[src/sv/leus_pkg.sv]
// Package for the least used entry selector: word types, codes, control structs
// and name helper functions. Depends on nothing.
package leus_pkg;

  localparam int unsigned DEF_ENTRIES    = 128;
  localparam int unsigned DEF_LIST_COUNT = 2;
  localparam int unsigned DEF_COUNT_BITS = 16;

  localparam int unsigned NAME_BYTES = 15;
  localparam int unsigned NAME_W     = 8 * NAME_BYTES;
  localparam int unsigned OFFS_W     = 16;
  localparam int unsigned DCNT_W     = $clog2(OFFS_W + 1);

  typedef enum logic [1:0] {
    CMD_INSERT = 2'd0,
    CMD_GET    = 2'd1,
    CMD_COUNT  = 2'd2,
    CMD_RESET  = 2'd3
  } cmd_e;

  typedef enum logic [1:0] {
    ST_OK        = 2'd0,
    ST_EMPTY     = 2'd1,
    ST_FULL      = 2'd2,
    ST_NOT_FOUND = 2'd3
  } status_e;

  typedef struct packed {
    logic [1:0]  cmd;
    logic        list_type;
    logic [63:0] name_lo;
    logic [55:0] name_hi;
    logic [15:0] start_offset;
  } in_word_t;

  typedef struct packed {
    logic [1:0]  status;
    logic [6:0]  entry_index;
    logic [63:0] out_name_lo;
    logic [55:0] out_name_hi;
    logic [15:0] suffix_number;
  } out_word_t;

  // controller -> datapath
  typedef struct packed {
    logic    capture;
    logic    ins_wr;
    logic    div_start;
    logic    div_step;
    logic    scan_start;
    logic    scan_run;
    logic    sel_rd;
    logic    wb;
    logic    clr_start;
    logic    clr_step;
    logic    resp_ld;
    status_e resp_st;
  } ctrl_cmd_t;

  // datapath -> controller
  typedef struct packed {
    cmd_e cmd;
    logic fill_zero;
    logic fill_full;
    logic div_done;
    logic scan_all;
    logic hit;
    logic clr_last;
  } ctrl_sts_t;

  // bytes after the first zero byte read as zero
  function automatic logic [NAME_W-1:0] canon_name(input logic [NAME_W-1:0] n);
    logic [NAME_W-1:0] r;
    logic              ended;
    r     = n;
    ended = 1'b0;
    for (int i = 0; i < NAME_BYTES; i++) begin
      if (n[8*i +: 8] == 8'h00) ended = 1'b1;
      if (ended) r[8*i +: 8] = 8'h00;
    end
    return r;
  endfunction

  // ASCII upper case letters to lower case
  function automatic logic [NAME_W-1:0] fold_name(input logic [NAME_W-1:0] n);
    logic [NAME_W-1:0] r;
    logic [7:0]        c;
    r = n;
    for (int i = 0; i < NAME_BYTES; i++) begin
      c = n[8*i +: 8];
      if (c >= 8'h41 && c <= 8'h5A) r[8*i +: 8] = c + 8'h20;
    end
    return r;
  endfunction

endpackage

[src/sv/leus_ctrl.sv]
// Controller for the least used entry selector: one-hot state machine issuing
// datapath commands. Depends on leus_pkg.
module leus_ctrl (
  input  logic                clk_i,
  input  logic                rst_ni,
  input  logic                in_valid_i,
  output logic                in_ready_o,
  output logic                out_valid_o,
  input  logic                out_ready_i,
  input  leus_pkg::ctrl_sts_t sts_i,
  output leus_pkg::ctrl_cmd_t cmd_o
);

  typedef enum logic [7:0] {
    S_IDLE = 8'b0000_0001,
    S_EXEC = 8'b0000_0010,
    S_DIV  = 8'b0000_0100,
    S_SCAN = 8'b0000_1000,
    S_SEL  = 8'b0001_0000,
    S_WB   = 8'b0010_0000,
    S_CLR  = 8'b0100_0000,
    S_RESP = 8'b1000_0000
  } state_e;

  state_e state_q, state_d;

  assign in_ready_o  = (state_q == S_IDLE);
  assign out_valid_o = (state_q == S_RESP);

  always_comb begin
    state_d = state_q;
    cmd_o   = '0;
    cmd_o.resp_st = leus_pkg::ST_OK;
    case (state_q)
      S_IDLE: begin
        if (in_valid_i) begin
          cmd_o.capture = 1'b1;
          state_d       = S_EXEC;
        end
      end
      S_EXEC: begin
        case (sts_i.cmd)
          leus_pkg::CMD_INSERT: begin
            cmd_o.resp_ld = 1'b1;
            if (sts_i.fill_full) begin
              cmd_o.resp_st = leus_pkg::ST_FULL;
            end else begin
              cmd_o.ins_wr = 1'b1;
            end
            state_d = S_RESP;
          end
          leus_pkg::CMD_GET: begin
            if (sts_i.fill_zero) begin
              cmd_o.resp_ld = 1'b1;
              cmd_o.resp_st = leus_pkg::ST_EMPTY;
              state_d       = S_RESP;
            end else begin
              cmd_o.div_start = 1'b1;
              state_d         = S_DIV;
            end
          end
          leus_pkg::CMD_COUNT: begin
            if (sts_i.fill_zero) begin
              cmd_o.resp_ld = 1'b1;
              cmd_o.resp_st = leus_pkg::ST_NOT_FOUND;
              state_d       = S_RESP;
            end else begin
              cmd_o.scan_start = 1'b1;
              state_d          = S_SCAN;
            end
          end
          default: begin
            cmd_o.clr_start = 1'b1;
            state_d         = S_CLR;
          end
        endcase
      end
      S_DIV: begin
        if (sts_i.div_done) begin
          cmd_o.scan_start = 1'b1;
          state_d          = S_SCAN;
        end else begin
          cmd_o.div_step = 1'b1;
        end
      end
      S_SCAN: begin
        cmd_o.scan_run = 1'b1;
        if (sts_i.cmd == leus_pkg::CMD_COUNT && sts_i.hit) begin
          state_d = S_SEL;
        end else if (sts_i.scan_all) begin
          if (sts_i.cmd == leus_pkg::CMD_GET) begin
            state_d = S_SEL;
          end else begin
            cmd_o.resp_ld = 1'b1;
            cmd_o.resp_st = leus_pkg::ST_NOT_FOUND;
            state_d       = S_RESP;
          end
        end
      end
      S_SEL: begin
        cmd_o.sel_rd = 1'b1;
        state_d      = S_WB;
      end
      S_WB: begin
        cmd_o.wb      = 1'b1;
        cmd_o.resp_ld = 1'b1;
        state_d       = S_RESP;
      end
      S_CLR: begin
        cmd_o.clr_step = 1'b1;
        if (sts_i.clr_last) begin
          cmd_o.resp_ld = 1'b1;
          state_d       = S_RESP;
        end
      end
      S_RESP: begin
        if (out_ready_i) state_d = S_IDLE;
      end
      default: state_d = S_IDLE;
    endcase
  end

  always_ff @(posedge clk_i or negedge rst_ni) begin
    if (!rst_ni) begin
      state_q <= S_IDLE;
    end else begin
      state_q <= state_d;
    end
  end

endmodule

[config.mk]
export PLATFORM = sky130hd
export DESIGN_NAME = leus_ctrl
export DESIGN_NICKNAME = d
export VERILOG_FILES = /design/src/sv/leus_pkg.sv /design/src/sv/leus_ctrl.sv
export SDC_FILE = /design/constraint.sdc
export NUM_CORES = 1
export LEC_CHECK = 0
export BUFFER_PORTS_ARGS = -buffer_cell sky130_fd_sc_hd__buf_4
export CAP_MARGIN = 20
export CORE_UTILIZATION = 47
export DETAILED_ROUTE_END_ITERATION = 6
export PLACE_DENSITY = 0.78
export SLEW_MARGIN = 20
export SYNTH_ARGS = -nofsm -noshare
export SYNTH_HDL_FRONTEND = slang
export SYNTH_SLANG_ARGS = --single-unit
[constraint.sdc]
create_clock -name clk_i -period 6.75 [get_ports clk_i]
set_clock_uncertainty 0.05 [all_clocks]
set_input_delay 1.35 -clock clk_i [delete_from_list [all_inputs] [get_ports clk_i]]
set_output_delay 1.35 -clock clk_i [all_outputs]
set_load 0.02 [all_outputs]
==> flow_summary.html <==
<table>
<tr><th>Metric</th><th>Value</th></tr>
<tr><th colspan="2">Route</th></tr>
<tr><td>Detail Route Antenna Nets</td><td>0</td></tr>
<tr><td>WL met2</td><td>around 720 um</td></tr>
<tr><td>Post-DR wirelength/cell</td><td>13.3 um</td></tr>
<tr><td>Wire length reported by the detailed router</td><td>1610 um</td></tr>
<tr><td>Number of detailed-route iterations in the first pass</td><td>5</td></tr>
<tr><td>Wire length on met1</td><td>around 750 um</td></tr>
<tr><td>Number of design-rule violations left by the first detailed-router iteration</td><td>11</td></tr>
<tr><td>Via total after detailed routing</td><td>between 600 and 700</td></tr>
<tr><td>DR top layer</td><td>met4</td></tr>
<tr><td>Routed met3 length</td><td>107 um</td></tr>
<tr><td>Mean number of vias per cell</td><td>~5.7</td></tr>
<tr><td>Number of remaining DRC errors</td><td>0</td></tr>
<tr><th colspan="2">Pwr</th></tr>
<tr><td>Internal power component</td><td>0.000140 W</td></tr>
<tr><td>Overall power of the completed layout</td><td>about 0.00024 W</td></tr>
<tr><td>Power per Cell Area</td><td>approximately 270 mW/mm2</td></tr>
<tr><td>Clock share of power</td><td>0.173</td></tr>
<tr><td>Static power due to leakage</td><td>~0.46 nW</td></tr>
<tr><td>Switch Pwr</td><td>0.000101 W</td></tr>
<tr><td>Proportion of power drawn by flip-flops and latches</td><td>0.318</td></tr>
<tr><td>Switching Fraction</td><td>0.420</td></tr>
<tr><td>Proportion of power drawn by combinational gates</td><td>0.509</td></tr>
<tr><td>IR drop worst, VDD</td><td>about 0.00017 V</td></tr>
<tr><th colspan="2">CTS</th></tr>
<tr><td>Largest buffer count on any clock path</td><td>2</td></tr>
<tr><td>Num CTS Buffers</td><td>3</td></tr>
<tr><td>Clock-pin slew of the registers on the worst-case setup and hold paths</td><td>60 ps</td></tr>
<tr><td>CTS tree</td><td>done</td></tr>
<tr><td>Post-CTS setup buffer count</td><td>0</td></tr>
<tr><td>Clock root buffer master</td><td>clkbuf_4</td></tr>
<tr><td>Source-to-sink clock delay at the later pin of the worst-skew pair</td><td>between 200 and 300 ps</td></tr>
<tr><td>Number of cells upsized or downsized after cts</td><td>0</td></tr>
<tr><td>CTS H-tree depth</td><td>1</td></tr>
<tr><td>Number of clock sinks</td><td>8</td></tr>
<tr><td>Total of hold buffers inserted after clock tree synthesis</td><td>0</td></tr>
<tr><th colspan="2">Setup path</th></tr>
<tr><td>Nature of the critical path endpoint</td><td>output pin</td></tr>
<tr><td>Worst R2R End</td><td>state_q[4]</td></tr>
<tr><td>Worst Reg2Reg Path Length in Cells</td><td>5</td></tr>
<tr><td>Cells traversed along the worst timing path</td><td>buf_4 -&gt; and3b_1 -&gt; a21oi_1 -&gt; and3_1 -&gt; a221o_2 -&gt; buf_4</td></tr>
<tr><td>Crit-path leading delay family</td><td>simple AND/OR/NAND/NOR gates</td></tr>
<tr><td>Classification of the worst setup path</td><td>in2out</td></tr>
<tr><td>RR Startpoint</td><td>state_q[4]</td></tr>
<tr><td>Cell type with the highest occurrence count on the critical path</td><td>buf_4</td></tr>
<tr><td>Setup slack on the worst flop-to-flop path</td><td>~4600 ps</td></tr>
<tr><td>Largest fanout on the critical path</td><td>9</td></tr>
<tr><td>Arrival time at the worst endpoint</td><td>~2400 ps</td></tr>
<tr><td>Longest individual stage delay on the worst path</td><td>310 ps</td></tr>
<tr><td>Worst Setup Start Kind</td><td>input port</td></tr>
<tr><td>Standard cell with the maximum stage delay on the critical path</td><td>a221o_2</td></tr>
<tr><td>Worst Path Required</td><td>between 5000 and 6000 ps</td></tr>
<tr><td>Crit path buf inv count</td><td>2</td></tr>
<tr><th colspan="2">GRT</th></tr>
<tr><td>First-pass GRT wire length</td><td>about 2300 um</td></tr>
<tr><td>Via count of the first global-routing pass</td><td>about 560</td></tr>
<tr><td>Remaining global-route overflow</td><td>0</td></tr>
<tr><td>Maximum number of pins on one net before global-route repair</td><td>10</td></tr>
<tr><td>All-Layer GR Usage</td><td>0.231</td></tr>
<tr><td>Number of antenna violations at the first check in global routing</td><td>0</td></tr>
<tr><th colspan="2">Final layout</th></tr>
<tr><td>Diodes inserted</td><td>0</td></tr>
<tr><td>Layout area overhead</td><td>30.3%</td></tr>
<tr><td>Filler cells</td><td>between 100 and 150</td></tr>
<tr><td>Final nets</td><td>119</td></tr>
<tr><td>Largest Register</td><td>state_q</td></tr>
<tr><td>Multi-input gate area</td><td>~430 um2</td></tr>
<tr><td>Max FFs per register</td><td>8</td></tr>
<tr><td>Largest registers</td><td>state_q x8</td></tr>
<tr><td>Fraction of layout instances using a drive strength above 1</td><td>0.377</td></tr>
<tr><td>Share of the core filled with cells</td><td>0.674</td></tr>
<tr><td>Most common library cell in the layout ignoring fill and taps</td><td>buf_4</td></tr>
<tr><td>Commonest cells after routing, fill and taps aside</td><td>buf_4 (26), nor2_1 (7), nand2b_1 (7), dfrtp_1 (7), inv_1 (6)</td></tr>
<tr><td>Flip-flop and latch area</td><td>201 um2</td></tr>
<tr><th colspan="2">Synthesis</th></tr>
<tr><td>Count of flip-flops with a built-in enable after synthesis</td><td>0</td></tr>
<tr><td>Cell Area, Synth</td><td>691 um2</td></tr>
<tr><td>Register bit total from synthesis</td><td>8</td></tr>
<tr><td>Yosys warns</td><td>0</td></tr>
<tr><td>Syn avg cell area</td><td>~8.5 um2</td></tr>
<tr><td>Most area-hungry cell type in the Yosys netlist</td><td>dfrtp_1</td></tr>
<tr><td>Number of instances in the synthesized netlist</td><td>a little over 80</td></tr>
<tr><td>Dominant cells by area after synthesis</td><td>dfrtp_1 (25%), nand2b_1 (6.3%), or4_4 (4.9%), nor4b_2 (4.3%), dfstp_2 (3.8%)</td></tr>
<tr><td>Share of synthesized area occupied by flip-flops and latches</td><td>0.292</td></tr>
<tr><td>Area share of the largest cell type after synthesis</td><td>0.254</td></tr>
<tr><td>Main synth FF type</td><td>dfrtp_1</td></tr>
<tr><td>Net count after synthesis</td><td>a little over 90</td></tr>
<tr><td>Distinct cells, synth</td><td>38</td></tr>
<tr><td>Synth async-reset ratio</td><td>1.00</td></tr>
<tr><th colspan="2">Floorplanning</th></tr>
<tr><td>Die area</td><td>approximately 0.0016 mm2</td></tr>
<tr><td>Boundary pin count</td><td>27</td></tr>
<tr><td>Die Ht</td><td>40.3 um</td></tr>
<tr><td>Number of standard-cell rows in the floorplan</td><td>13</td></tr>
<tr><td>Initial cell density of the core</td><td>0.518</td></tr>
<tr><td>Die Span X</td><td>around 40 um</td></tr>
<tr><td>Area of the core</td><td>approximately 0.0013 mm2</td></tr>
<tr><th colspan="2">STA</th></tr>
<tr><td>Final hold violation count</td><td>0</td></tr>
<tr><td>Pin slew with the least headroom to its limit</td><td>around 480 ps</td></tr>
<tr><td>Pins over their slew limit</td><td>0</td></tr>
<tr><td>Smallest hold slack</td><td>623 ps</td></tr>
<tr><td>Unrepaired setup endpoints after global routing</td><td>no</td></tr>
<tr><td>Setup TNS Final</td><td>0 ps</td></tr>
<tr><td>Post-layout minimum cycle time</td><td>a little under 4000 ps</td></tr>
<tr><td>Share of the cycle needed by the critical path after routing</td><td>0.569</td></tr>
<tr><td>Tightest slew margin relative to the limit</td><td>0.677</td></tr>
<tr><td>Achievable frequency</td><td>between 0.2 and 0.3 GHz</td></tr>
<tr><td>Setup-violating endpoint count in the final report</td><td>0</td></tr>
<tr><th colspan="2">Min path</th></tr>
<tr><td>Hold path start</td><td>state_q[3]</td></tr>
<tr><td>Capture endpoint of the worst hold path</td><td>state_q[5]</td></tr>
<tr><td>Number of cells on the worst hold path</td><td>2</td></tr>
<tr><td>Path class of the lowest-slack min-delay path</td><td>reg2reg</td></tr>
<tr><th colspan="2">Run status</th></tr>
<tr><td>Outcome</td><td>finished clean</td></tr>
<tr><th colspan="2">Placement</th></tr>
<tr><td>Routability Congestion</td><td>~0.74</td></tr>
<tr><td>Final HPWL from detailed placement</td><td>1240 um</td></tr>
<tr><td>Number of buffer cells added on primary ports</td><td>26</td></tr>
<tr><th colspan="2">Run</th></tr>
<tr><td>Maximum Capacitance Violations</td><td>0</td></tr>
</table>
-- synthesized netlist by cell type, types with 2 or more instances --
| library cell | number |
|---|---|
| clkbuf_1 | 2 |
| o31ai_1 | 2 |
| nor4b_2 | 2 |
| a211oi_1 | 2 |
| nor4b_1 | 2 |
| nor4_1 | 4 |
| nor2b_1 | 3 |
| or4_4 | 3 |
| dfrtp_1 | 7 |
| nor2_1 | 7 |
| nor3_1 | 3 |
| inv_1 | 6 |
| and3_1 | 2 |
| a21oi_1 | 2 |
| nand2b_1 | 7 |
| and2_1 | 2 |
| nand2_1 | 3 |
| nand3_1 | 2 |
-- worst min-delay path: cells and delay by family (launching register included) --
| family | cells | cell delay [ps] |
|---|---|---|
| simple gates | 2 | 240 |
| flops | 1 | 400 |
-- worst max-delay path by stage --
stage                  start  endpoint  slack (ps)  depth (start not counted)
floorplan           sts_i[7]  cmd_o[2]        2930                          5
global placement    sts_i[6]  cmd_o[2]        2930                          6
detailed placement  sts_i[6]  cmd_o[2]        2920                          6
CTS                 sts_i[6]  cmd_o[2]        2920                          6
global route        sts_i[6]  cmd_o[2]        2870                          6
finish              sts_i[6]  cmd_o[2]        2910                          6
-- power by group through the flow --
stage               Combinational, W  Clock [W]  Sequential (W)
floorplan                   0.000104          0       0.0000635
global placement            0.000120          0       0.0000766
detailed placement          0.000122          0       0.0000769
CTS                         0.000123  0.0000426       0.0000760
global route                0.000133  0.0000452       0.0000775
finish                      0.000123  0.0000416       0.0000765
-- metrics by stage --
step                std cells  cell area, um2  setup slack [ps]
floorplan                  81             691              2930
global placement          117             873              2930
detailed placement        117             873              2920
CTS                       121             900              2920
global route              121             900              2870
finish                    121             900              2910
-- metal layers --
metal,up-vias,global-route usage
met4,0,0.125
li1,346,-
met3,5,0.0833
met1,311,0.275
met5,-,0
met2,28,0.357
-- kinds of logic after synthesis --
group,Yosys count,share of synthesized area
XOR/XNOR,2,0.0254
buffers and inverters,12,0.0833
multiplexers,1,0.0145
AND/OR/NAND/NOR,43,0.404
AO/OA/AOI/OAI,14,0.167
flip-flops,8,0.292
adder cells (fa/ha/maj),1,0.0145
-- area by class of cell --
| class | instances | area share |
|---|---|---|
| Tap cell | 15 | 0.0209 |
| Timing Repair Buffer | 26 | 0.217 |
| Inverter | 7 | 0.0292 |
| Clock buffer | 4 | 0.0292 |
| Multi-Input combinational cell | 61 | 0.480 |
| Sequential cell | 8 | 0.224 |
Note: power is estimated with default switching activity, not from simulation.
